==> src/line_raster_stepper_macros.svh <==
// Assertion macros used by the line rasterizer stepper (lrs_stepper).
`ifndef LINE_RASTER_STEPPER_MACROS_SVH
`define LINE_RASTER_STEPPER_MACROS_SVH

`ifndef SYNTHESIS

// Check that the consequent holds in the same cycle as the antecedent.
`define LRS_ASSERT_SAME(label, clk, rst_n, ante, cons) \
    label: assert property (@(posedge clk) disable iff (!rst_n) (ante) |-> (cons)) \
        else $error("line raster check failed");

// Check that the consequent holds in the cycle after the antecedent.
`define LRS_ASSERT_NEXT(label, clk, rst_n, ante, cons) \
    label: assert property (@(posedge clk) disable iff (!rst_n) (ante) |=> (cons)) \
        else $error("line raster check failed");

`else

`define LRS_ASSERT_SAME(label, clk, rst_n, ante, cons)
`define LRS_ASSERT_NEXT(label, clk, rst_n, ante, cons)

`endif

`endif

==> src/lrs_pkg.sv <==
`timescale 1ns / 1ps

package lrs_pkg;

    localparam int CoordBits = 10;
    // Decision term range is about +/- 2^(CoordBits+1); keep one spare bit.
    localparam int ErrBits   = CoordBits + 3;
    localparam int ColorBits = 4;

    localparam logic [ColorBits-1:0] DrawColorReset = 4'hF;

    localparam logic KindLoad = 1'b0;
    localparam logic KindStep = 1'b1;

    typedef logic [CoordBits-1:0]     t_coord;
    typedef logic signed [ErrBits-1:0] t_err;
    typedef logic [ColorBits-1:0]     t_color;

    typedef struct packed {
        logic   kind;
        t_coord x_start;
        t_coord y_start;
        t_coord x_end;
        t_coord y_end;
    } t_in_item;

    typedef struct packed {
        t_coord pixel_x;
        t_coord pixel_y;
        t_color pixel_color;
        logic   last_pixel;
    } t_out_item;

    // Line set up from a load item.
    typedef struct packed {
        t_coord cur_x;
        t_coord cur_y;
        t_err   decision_err;
        t_coord major_delta;
        t_coord minor_delta;
        logic   minor_decrement;
        logic   steep;
    } t_line;

endpackage

==> src/lrs_setup.sv <==
`timescale 1ns / 1ps

module lrs_setup (
    input  lrs_pkg::t_in_item i_item,
    output lrs_pkg::t_line    o_line
);
    import lrs_pkg::*;

    t_coord adx;
    t_coord ady;
    logic   steep;
    logic   swap;
    t_coord sx;
    t_coord sy;
    t_coord ex;
    t_coord ey;
    t_coord major;
    t_coord minor;

    always_comb begin
        adx = (i_item.x_start >= i_item.x_end) ? i_item.x_start - i_item.x_end
                                               : i_item.x_end - i_item.x_start;
        ady = (i_item.y_start >= i_item.y_end) ? i_item.y_start - i_item.y_end
                                               : i_item.y_end - i_item.y_start;
        // Slope of magnitude one stays on the x-major side.
        steep = ady > adx;
        // Start from the endpoint with the smaller major coordinate.
        swap  = steep ? (i_item.y_end < i_item.y_start) : (i_item.x_end < i_item.x_start);
        sx    = swap ? i_item.x_end   : i_item.x_start;
        sy    = swap ? i_item.y_end   : i_item.y_start;
        ex    = swap ? i_item.x_start : i_item.x_end;
        ey    = swap ? i_item.y_start : i_item.y_end;
        major = steep ? ady : adx;
        minor = steep ? adx : ady;

        o_line.cur_x           = sx;
        o_line.cur_y           = sy;
        o_line.major_delta     = major;
        o_line.minor_delta     = minor;
        o_line.steep           = steep;
        o_line.minor_decrement = steep ? (ex < sx) : (ey < sy);
        o_line.decision_err    = t_err'({2'b00, minor, 1'b0}) - t_err'({3'b000, major});
    end

endmodule

==> src/lrs_stepper.sv <==
`timescale 1ns / 1ps
`include "line_raster_stepper_macros.svh"

module lrs_stepper (
    input  logic               i_clk,
    input  logic               i_rst_n,
    input  logic               i_proc_valid,
    input  logic               i_kind,
    input  lrs_pkg::t_line     i_line,
    input  lrs_pkg::t_color    i_color,
    input  logic               i_out_stall,
    output logic               o_out_free,
    output logic               o_out_valid,
    output lrs_pkg::t_out_item o_out_item
);
    import lrs_pkg::*;

    t_coord    r_cur_x, n_cur_x;
    t_coord    r_cur_y, n_cur_y;
    t_err      r_err, n_err;
    t_coord    r_steps, n_steps;
    t_coord    r_major, n_major;
    t_coord    r_minor, n_minor;
    logic      r_minor_dec, n_minor_dec;
    logic      r_steep, n_steep;
    logic      r_active, n_active;
    logic      r_out_valid, n_out_valid;
    t_out_item r_out, n_out;

    logic   proc;
    logic   load;
    logic   emit;
    logic   last;
    logic   move_minor;
    t_coord minor_next;
    t_coord major_x_next;
    t_coord major_y_next;

    assign o_out_free = !r_out_valid || !i_out_stall;
    assign proc       = i_proc_valid && o_out_free;
    assign load       = proc && (i_kind == KindLoad);
    assign emit       = proc && (i_kind == KindStep) && r_active;
    assign last       = (r_steps == '0);

    always_comb begin
        move_minor   = !r_err[ErrBits-1];
        minor_next   = r_steep ? r_cur_x : r_cur_y;
        if (move_minor) begin
            minor_next = r_minor_dec ? minor_next - 1'b1 : minor_next + 1'b1;
        end
        major_x_next = r_cur_x + 1'b1;
        major_y_next = r_cur_y + 1'b1;

        n_cur_x     = r_cur_x;
        n_cur_y     = r_cur_y;
        n_err       = r_err;
        n_steps     = r_steps;
        n_major     = r_major;
        n_minor     = r_minor;
        n_minor_dec = r_minor_dec;
        n_steep     = r_steep;
        n_active    = r_active;

        if (load) begin
            // Drop any line in progress.
            n_cur_x     = i_line.cur_x;
            n_cur_y     = i_line.cur_y;
            n_err       = i_line.decision_err;
            n_steps     = i_line.major_delta;
            n_major     = i_line.major_delta;
            n_minor     = i_line.minor_delta;
            n_minor_dec = i_line.minor_decrement;
            n_steep     = i_line.steep;
            n_active    = 1'b1;
        end else if (emit) begin
            if (last) begin
                n_active = 1'b0;
            end else begin
                if (move_minor) begin
                    n_err = r_err + t_err'({2'b00, r_minor, 1'b0})
                                  - t_err'({2'b00, r_major, 1'b0});
                end else begin
                    n_err = r_err + t_err'({2'b00, r_minor, 1'b0});
                end
                n_cur_x = r_steep ? minor_next : major_x_next;
                n_cur_y = r_steep ? major_y_next : minor_next;
                n_steps = r_steps - 1'b1;
            end
        end

        n_out = r_out;
        if (emit) begin
            n_out.pixel_x     = r_cur_x;
            n_out.pixel_y     = r_cur_y;
            n_out.pixel_color = i_color;
            n_out.last_pixel  = last;
        end
        n_out_valid = o_out_free ? emit : r_out_valid;
    end

    always_ff @(posedge i_clk) begin
        if (!i_rst_n) begin
            r_cur_x     <= '0;
            r_cur_y     <= '0;
            r_err       <= '0;
            r_steps     <= '0;
            r_major     <= '0;
            r_minor     <= '0;
            r_minor_dec <= 1'b0;
            r_steep     <= 1'b0;
            r_active    <= 1'b0;
            r_out_valid <= 1'b0;
        end else begin
            r_cur_x     <= n_cur_x;
            r_cur_y     <= n_cur_y;
            r_err       <= n_err;
            r_steps     <= n_steps;
            r_major     <= n_major;
            r_minor     <= n_minor;
            r_minor_dec <= n_minor_dec;
            r_steep     <= n_steep;
            r_active    <= n_active;
            r_out_valid <= n_out_valid;
        end
    end

    always_ff @(posedge i_clk) begin
        r_out <= n_out;
    end

    assign o_out_valid = r_out_valid;
    assign o_out_item  = r_out;

    `LRS_ASSERT_NEXT(a_last_ends_line, i_clk, i_rst_n, emit && last, !r_active)
    `LRS_ASSERT_NEXT(a_load_arms_line, i_clk, i_rst_n, load,
                     r_active && (r_steps == r_major))
    `LRS_ASSERT_SAME(a_steps_bounded, i_clk, i_rst_n, r_active, r_steps <= r_major)
    `LRS_ASSERT_NEXT(a_idle_step_silent, i_clk, i_rst_n,
                     proc && (i_kind == KindStep) && !r_active, !r_out_valid)

endmodule

==> src/line_raster_stepper.sv <==
`timescale 1ns / 1ps
// Channel   Direction  Handshake                Payload
// in        input      i_in_valid/o_in_stall    t_in_item (load or step)
// out       output     o_out_valid/i_out_stall  t_out_item (one pixel)
// cfg       input      i_cfg_valid/o_cfg_ready  draw color, 4 bits
//
// One item per cycle while the output does not stall: an item is taken into the
// input register, then its setup or step logic writes the state and the output
// register, which presents the pixel of a step item.
// Synchronous active-low reset clears the line state (idle), both valid flags
// and sets the draw color to 15.
// A stalled output holds its pixel; the input stalls only once the item in the
// input register cannot move on.

module line_raster_stepper (
    input  logic               i_clk,
    input  logic               i_rst_n,
    input  logic               i_in_valid,
    output logic               o_in_stall,
    input  lrs_pkg::t_in_item  i_in_item,
    output logic               o_out_valid,
    input  logic               i_out_stall,
    output lrs_pkg::t_out_item o_out_item,
    input  logic               i_cfg_valid,
    output logic               o_cfg_ready,
    input  lrs_pkg::t_color    i_cfg_data
);
    import lrs_pkg::*;

    logic     r_in_valid;
    t_in_item r_in;
    t_color   r_color;
    t_line    line;
    logic     out_free;

    assign o_in_stall  = r_in_valid && !out_free;
    assign o_cfg_ready = 1'b1;

    always_ff @(posedge i_clk) begin
        if (!i_rst_n) begin
            r_in_valid <= 1'b0;
        end else if (!o_in_stall) begin
            r_in_valid <= i_in_valid;
        end
    end

    always_ff @(posedge i_clk) begin
        if (!o_in_stall && i_in_valid) begin
            r_in <= i_in_item;
        end
    end

    always_ff @(posedge i_clk) begin
        if (!i_rst_n) begin
            r_color <= DrawColorReset;
        end else if (i_cfg_valid && o_cfg_ready) begin
            r_color <= i_cfg_data;
        end
    end

    lrs_setup u_setup (
        .i_item (r_in),
        .o_line (line)
    );

    lrs_stepper u_stepper (
        .i_clk        (i_clk),
        .i_rst_n      (i_rst_n),
        .i_proc_valid (r_in_valid),
        .i_kind       (r_in.kind),
        .i_line       (line),
        .i_color      (r_color),
        .i_out_stall  (i_out_stall),
        .o_out_free   (out_free),
        .o_out_valid  (o_out_valid),
        .o_out_item   (o_out_item)
    );

endmodule
==> config.mk <==
export PLATFORM = sky130hd
export DESIGN_NAME = line_raster_stepper
export DESIGN_NICKNAME = d
export VERILOG_FILES = /design/src/lrs_pkg.sv /design/src/lrs_setup.sv /design/src/lrs_stepper.sv /design/src/line_raster_stepper.sv
export VERILOG_INCLUDE_DIRS = /design/src /design/src/src
export SDC_FILE = /design/constraint.sdc
export NUM_CORES = 1
export LEC_CHECK = 0
export BUFFER_PORTS_ARGS = -buffer_cell sky130_fd_sc_hd__buf_2
export CELL_PAD_IN_SITES_DETAIL_PLACEMENT = 0
export CELL_PAD_IN_SITES_GLOBAL_PLACEMENT = 1
export CORE_MARGIN = 5
export CORE_UTILIZATION = 47
export CTS_CLUSTER_DIAMETER = 80
export DETAILED_ROUTE_END_ITERATION = 12
export PLACE_DENSITY_LB_ADDON = 0.15
export SLEW_MARGIN = 20
export SYNTH_ARGS = -nofsm -noshare
export SYNTH_HDL_FRONTEND = slang
export SYNTH_SLANG_ARGS = --single-unit
==> constraint.sdc <==
create_clock -name i_clk -period 11 [get_ports i_clk]
set_input_delay 0 -clock i_clk [delete_from_list [all_inputs] [get_ports i_clk]]
set_output_delay 0 -clock i_clk [all_outputs]
set_load 0.1 [all_outputs]
==> impl_metrics.sql <==
INSERT INTO impl_metrics (metric_group, metric, value, unit) VALUES
('status', 'status', 'finished, final reports clean', ''),
('global_routing', 'global_route.usage.total', '21.6', '%'),
('timing', 'slew_headroom', '31.3', '%'),
('worst_setup_path', 'crit_type', 'register to register', ''),
('hold_path', 'min_delay_path_depth', '3', ''),
('clocking', 'cts-htree-levels', '4', ''),
('route', 'drt_pre_antenna_iters', '6', ''),
('timing', 'fmax', '118', 'MHz'),
('power_and_ir_drop', 'ir_drop', '0.000139', 'V'),
('worst_setup_path', 'cell_with_the_biggest_individual_delay_on_the_critical_path', 'sky130_fd_sc_hd__a22oi_4', ''),
('place', 'placed_cell_area', '11000', 'um2'),
('final_layout', 'final_design_area_no_fill', '12200', 'um2'),
('timing', 'post-route-period-util', '76.9', '%'),
('synthesis', 'netlist.area_leader.share', '18.9', '%'),
('synthesis', 'yosys.area.top_type', 'sky130_fd_sc_hd__edfxtp_1', ''),
('timing', 'max_slew_violation_count', '0', ''),
('final_layout', 'area_growth_syn_to_fin', '15.9', '%'),
('worst_setup_path', 'crit-reg2reg-launch', 'r_in[30]', ''),
('floorplanning', 'die-width', '159', 'um'),
('final_layout', 'final_layout_size_suffix_gt1_share', '11.5', '%'),
('worst_setup_path', 'rr_worst_depth', '32', ''),
('clocking', 'path_clk_slew', '0.06', 'ns'),
('floorplanning', 'fp.dieArea', '25400', 'um2'),
('worst_setup_path', 'cp.arrival', '8.78', 'ns'),
('synthesis', 'synth.avg_cell_area', '8.61', 'um2'),
('worst_setup_path', 'ff2ff_setup_slack', '2.54', 'ns'),
('clocking', 'cts_resized', '0', ''),
('power_and_ir_drop', 'fin_total_pwr', '2.86', 'mW'),
('timing', 'finalHoldViolations', '0', ''),
('synthesis', 'synthTopCellsByArea', 'sky130_fd_sc_hd__edfxtp_1 (19%), sky130_fd_sc_hd__dfxtp_1 (14%), sky130_fd_sc_hd__ha_1 (10%), sky130_fd_sc_hd__nand2_1 (4.9%), sky130_fd_sc_hd__a21oi_1 (4.4%)', ''),
('route', 'route.vias.total', '9046', ''),
('worst_setup_path', 'crit_path_frequent_cell', 'sky130_fd_sc_hd__inv_1', ''),
('synthesis', 'yosysWarnings', '0', ''),
('clocking', 'cts_buffer_depth', '2', ''),
('synthesis', 'synth_seq_cells', '137', ''),
('route', 'antenna_left', '0', ''),
('route', 'drc', '0', ''),
('floorplanning', 'top_level_ports', '78', ''),
('floorplanning', 'core.rowCount', '54', ''),
('clocking', 'cts_hold_buffers', '51', ''),
('worst_setup_path', 'critPathCaptureType', 'register', ''),
('place', 'hpwl', '20400', 'um'),
('synthesis', 'synth.net_count', '1362', ''),
('global_routing', 'grt_first_pass_wirelength', '44700', 'um'),
('floorplanning', 'start_util', '48.0', '%'),
('worst_setup_path', 'worst-endpoint-required', '11.32', 'ns'),
('route', 'detailedRoute.firstIterationViolations', '713', ''),
('clocking', 'numCtsBuffers', '17', ''),
('timing', 'finalCriticalPeriod', '8.46', 'ns'),
('route', 'routed_wirelength', '28400', 'um'),
('synthesis', 'synthCells', '1219', ''),
('place', 'gp_routability_congestion', '0.902', ''),
('place', 'placement.io_buffers', '76', ''),
('clocking', 'post-cts-setup-buffers', '0', ''),
('power_and_ir_drop', 'power.density_cell_area', '235', 'nW/um2'),
('hold_path', 'worstHoldEndpoint', 'r_color[3]', ''),
('job', 'drv_cap', '0', ''),
('synthesis', 'synth_enable_flop_cells', '66', ''),
('synthesis', 'ys_async_sr_fraction', '0', '%'),
('worst_setup_path', 'crit_fanout', '34', ''),
('clocking', 'clk_sinks', '137', ''),
('timing', 'worst_hold_slack', '0.161', 'ns'),
('final_layout', 'finalNetCount', '1455', ''),
('global_routing', 'grt_pass1_vias', '8395', ''),
('final_layout', 'antenna_cells', '0', ''),
('global_routing', 'overflow', '0', ''),
('worst_setup_path', 'critical_path.startpoint', 'r_in[30]', ''),
('clocking', 'insertion_delay', '0.43', 'ns'),
('timing', 'max_slew.worst_pin.slew', '1.02', 'ns'),
('clocking', 'tritoncts_clock_tree', 'built', ''),
('route', 'wl_per_cell', '17.7', 'um');
==> cell usage in the layout (no fill, tap or decap), types with 51 or more instances in the layout <==
cell type / netlist / routed
sky130_fd_sc_hd__a21oi_1: 92 / 92
sky130_fd_sc_hd__dlygate4sd3_1: 0 / 51
sky130_fd_sc_hd__inv_1: 98 / 98
sky130_fd_sc_hd__edfxtp_1: 66 / 66
sky130_fd_sc_hd__buf_2: 15 / 76
sky130_fd_sc_hd__o21ai_0: 90 / 90
sky130_fd_sc_hd__nand2_1: 137 / 136
sky130_fd_sc_hd__dfxtp_1: 71 / 71
sky130_fd_sc_hd__ha_1: 85 / 85
sky130_fd_sc_hd__nor2_1: 66 / 65
==> routing by layer <==
layer	share of wire, %	GRT usage (%)
met4	2.5	6.94
met3	4.5	3.08
met2	45	33.3
met1	48	31.3
met5	0	0
==> cells by family after synthesis <==
family	count (synthesis)	synth area share, %
compound gates	386	24.5
simple gates	332	14.9
buf+inv	162	6.22
flops	137	32.4
other cells	1	0.0357
fa+ha+maj	101	12.4
mux	40	4.02
xor+xnor	60	5.46
==> stage by stage <==
| step | std cells | util [%] | setup WS, ns |
|---|---|---|---|
| floorplan | 1219 | - | 3.37 |
| global placement | 1521 | 50.4 | 2.84 |
| detailed placement | 1521 | 50.4 | 2.70 |
| CTS | 1604 | 55.5 | 2.63 |
| global route | 1605 | 55.6 | 1.99 |
| finish | 1605 | 55.6 | 2.54 |
==> sequential cells by signal, indices dropped and copies added, names as in the netlist <==
signal                 flops
u_stepper.r_active         1
u_stepper.r_minor         10
u_stepper.r_cur_y         10
u_stepper.r_err           12
r_in_valid                 1
u_stepper.r_cur_x         10
u_stepper.o_out_item      25
r_in                      41
u_stepper.r_steep          1
u_stepper.r_minor_dec      1
u_stepper.r_major         10
u_stepper.o_out_valid      1
u_stepper.r_steps         10
r_color                    4
==> worst max path at each step <==
stage	endpoint	slack [ns]	cells past startpoint
after floorplan	u_stepper.r_err[10]	3.37	37
after global placement	u_stepper.r_err[10]	2.84	32
after detailed placement	u_stepper.r_err[10]	2.70	32
after CTS	u_stepper.r_err[10]	2.63	32
after global routing	u_stepper.r_err[10]	1.99	32
final	u_stepper.r_err[10]	2.54	32
==> synth_stat cells, types with 4 or more instances <==
cell                       instances
sky130_fd_sc_hd__mux2i_1          28
sky130_fd_sc_hd__nor2_1           66
sky130_fd_sc_hd__or3_1             5
sky130_fd_sc_hd__nand2b_1          7
sky130_fd_sc_hd__a21boi_0         29
sky130_fd_sc_hd__a21o_1           18
sky130_fd_sc_hd__xnor2_1          45
sky130_fd_sc_hd__and2_1            9
sky130_fd_sc_hd__dfxtp_1          71
sky130_fd_sc_hd__nor2b_1           7
sky130_fd_sc_hd__xor2_1           11
sky130_fd_sc_hd__edfxtp_1         66
sky130_fd_sc_hd__nand4_1           8
sky130_fd_sc_hd__o221ai_1          8
sky130_fd_sc_hd__inv_1            98
sky130_fd_sc_hd__o21a_1            5
sky130_fd_sc_hd__nand2_1         137
sky130_fd_sc_hd__nand3_1          31
sky130_fd_sc_hd__clkbuf_1         39
sky130_fd_sc_hd__ha_1             85
sky130_fd_sc_hd__o22ai_1          12
sky130_fd_sc_hd__o32ai_1           4
sky130_fd_sc_hd__o21ai_0          90
sky130_fd_sc_hd__o31ai_1           9
sky130_fd_sc_hd__buf_2            15
sky130_fd_sc_hd__o21bai_1         17
sky130_fd_sc_hd__a211oi_1         10
sky130_fd_sc_hd__o211a_1          13
sky130_fd_sc_hd__o311ai_0          7
sky130_fd_sc_hd__o211ai_1         31
sky130_fd_sc_hd__maj3_1            8
sky130_fd_sc_hd__mux2_2           10
sky130_fd_sc_hd__and3_1           22
sky130_fd_sc_hd__fa_1              8
sky130_fd_sc_hd__a21oi_1          92
sky130_fd_sc_hd__nor3_1           18
==> worst max-delay path, delay by kind of cell (launching register included) <==
| family | cells | cell delay [ns] |
|---|---|---|
| adder cells (fa/ha/maj) | 7 | 2.22 |
| flip-flops | 1 | 0.43 |
| AND/OR/NAND/NOR | 5 | 0.90 |
| buffers and inverters | 4 | 0.30 |
| AO/OA/AOI/OAI | 11 | 3.14 |
| multiplexers | 3 | 1.03 |
| XOR/XNOR | 2 | 0.32 |
==> cell type report <==
type	count	area, um2
clock buffers	18	429
clock inverters	14	166
fillers	2039	9720
inverters	100	375
multi-input cells	920	6470
flip-flops and latches	137	3400
well taps	280	350
repair buffers	136	971
==> power by group <==
group / total [mW] / leakage (nW) / internal [mW] / switching [mW]
sequential: 0.637 / 1.22 / 0.587 / 0.0499
clock: 0.592 / 0.280 / 0.340 / 0.252
combinational: 1.63 / 3.70 / 0.639 / 0.989
(Power assumes the default switching activity.)
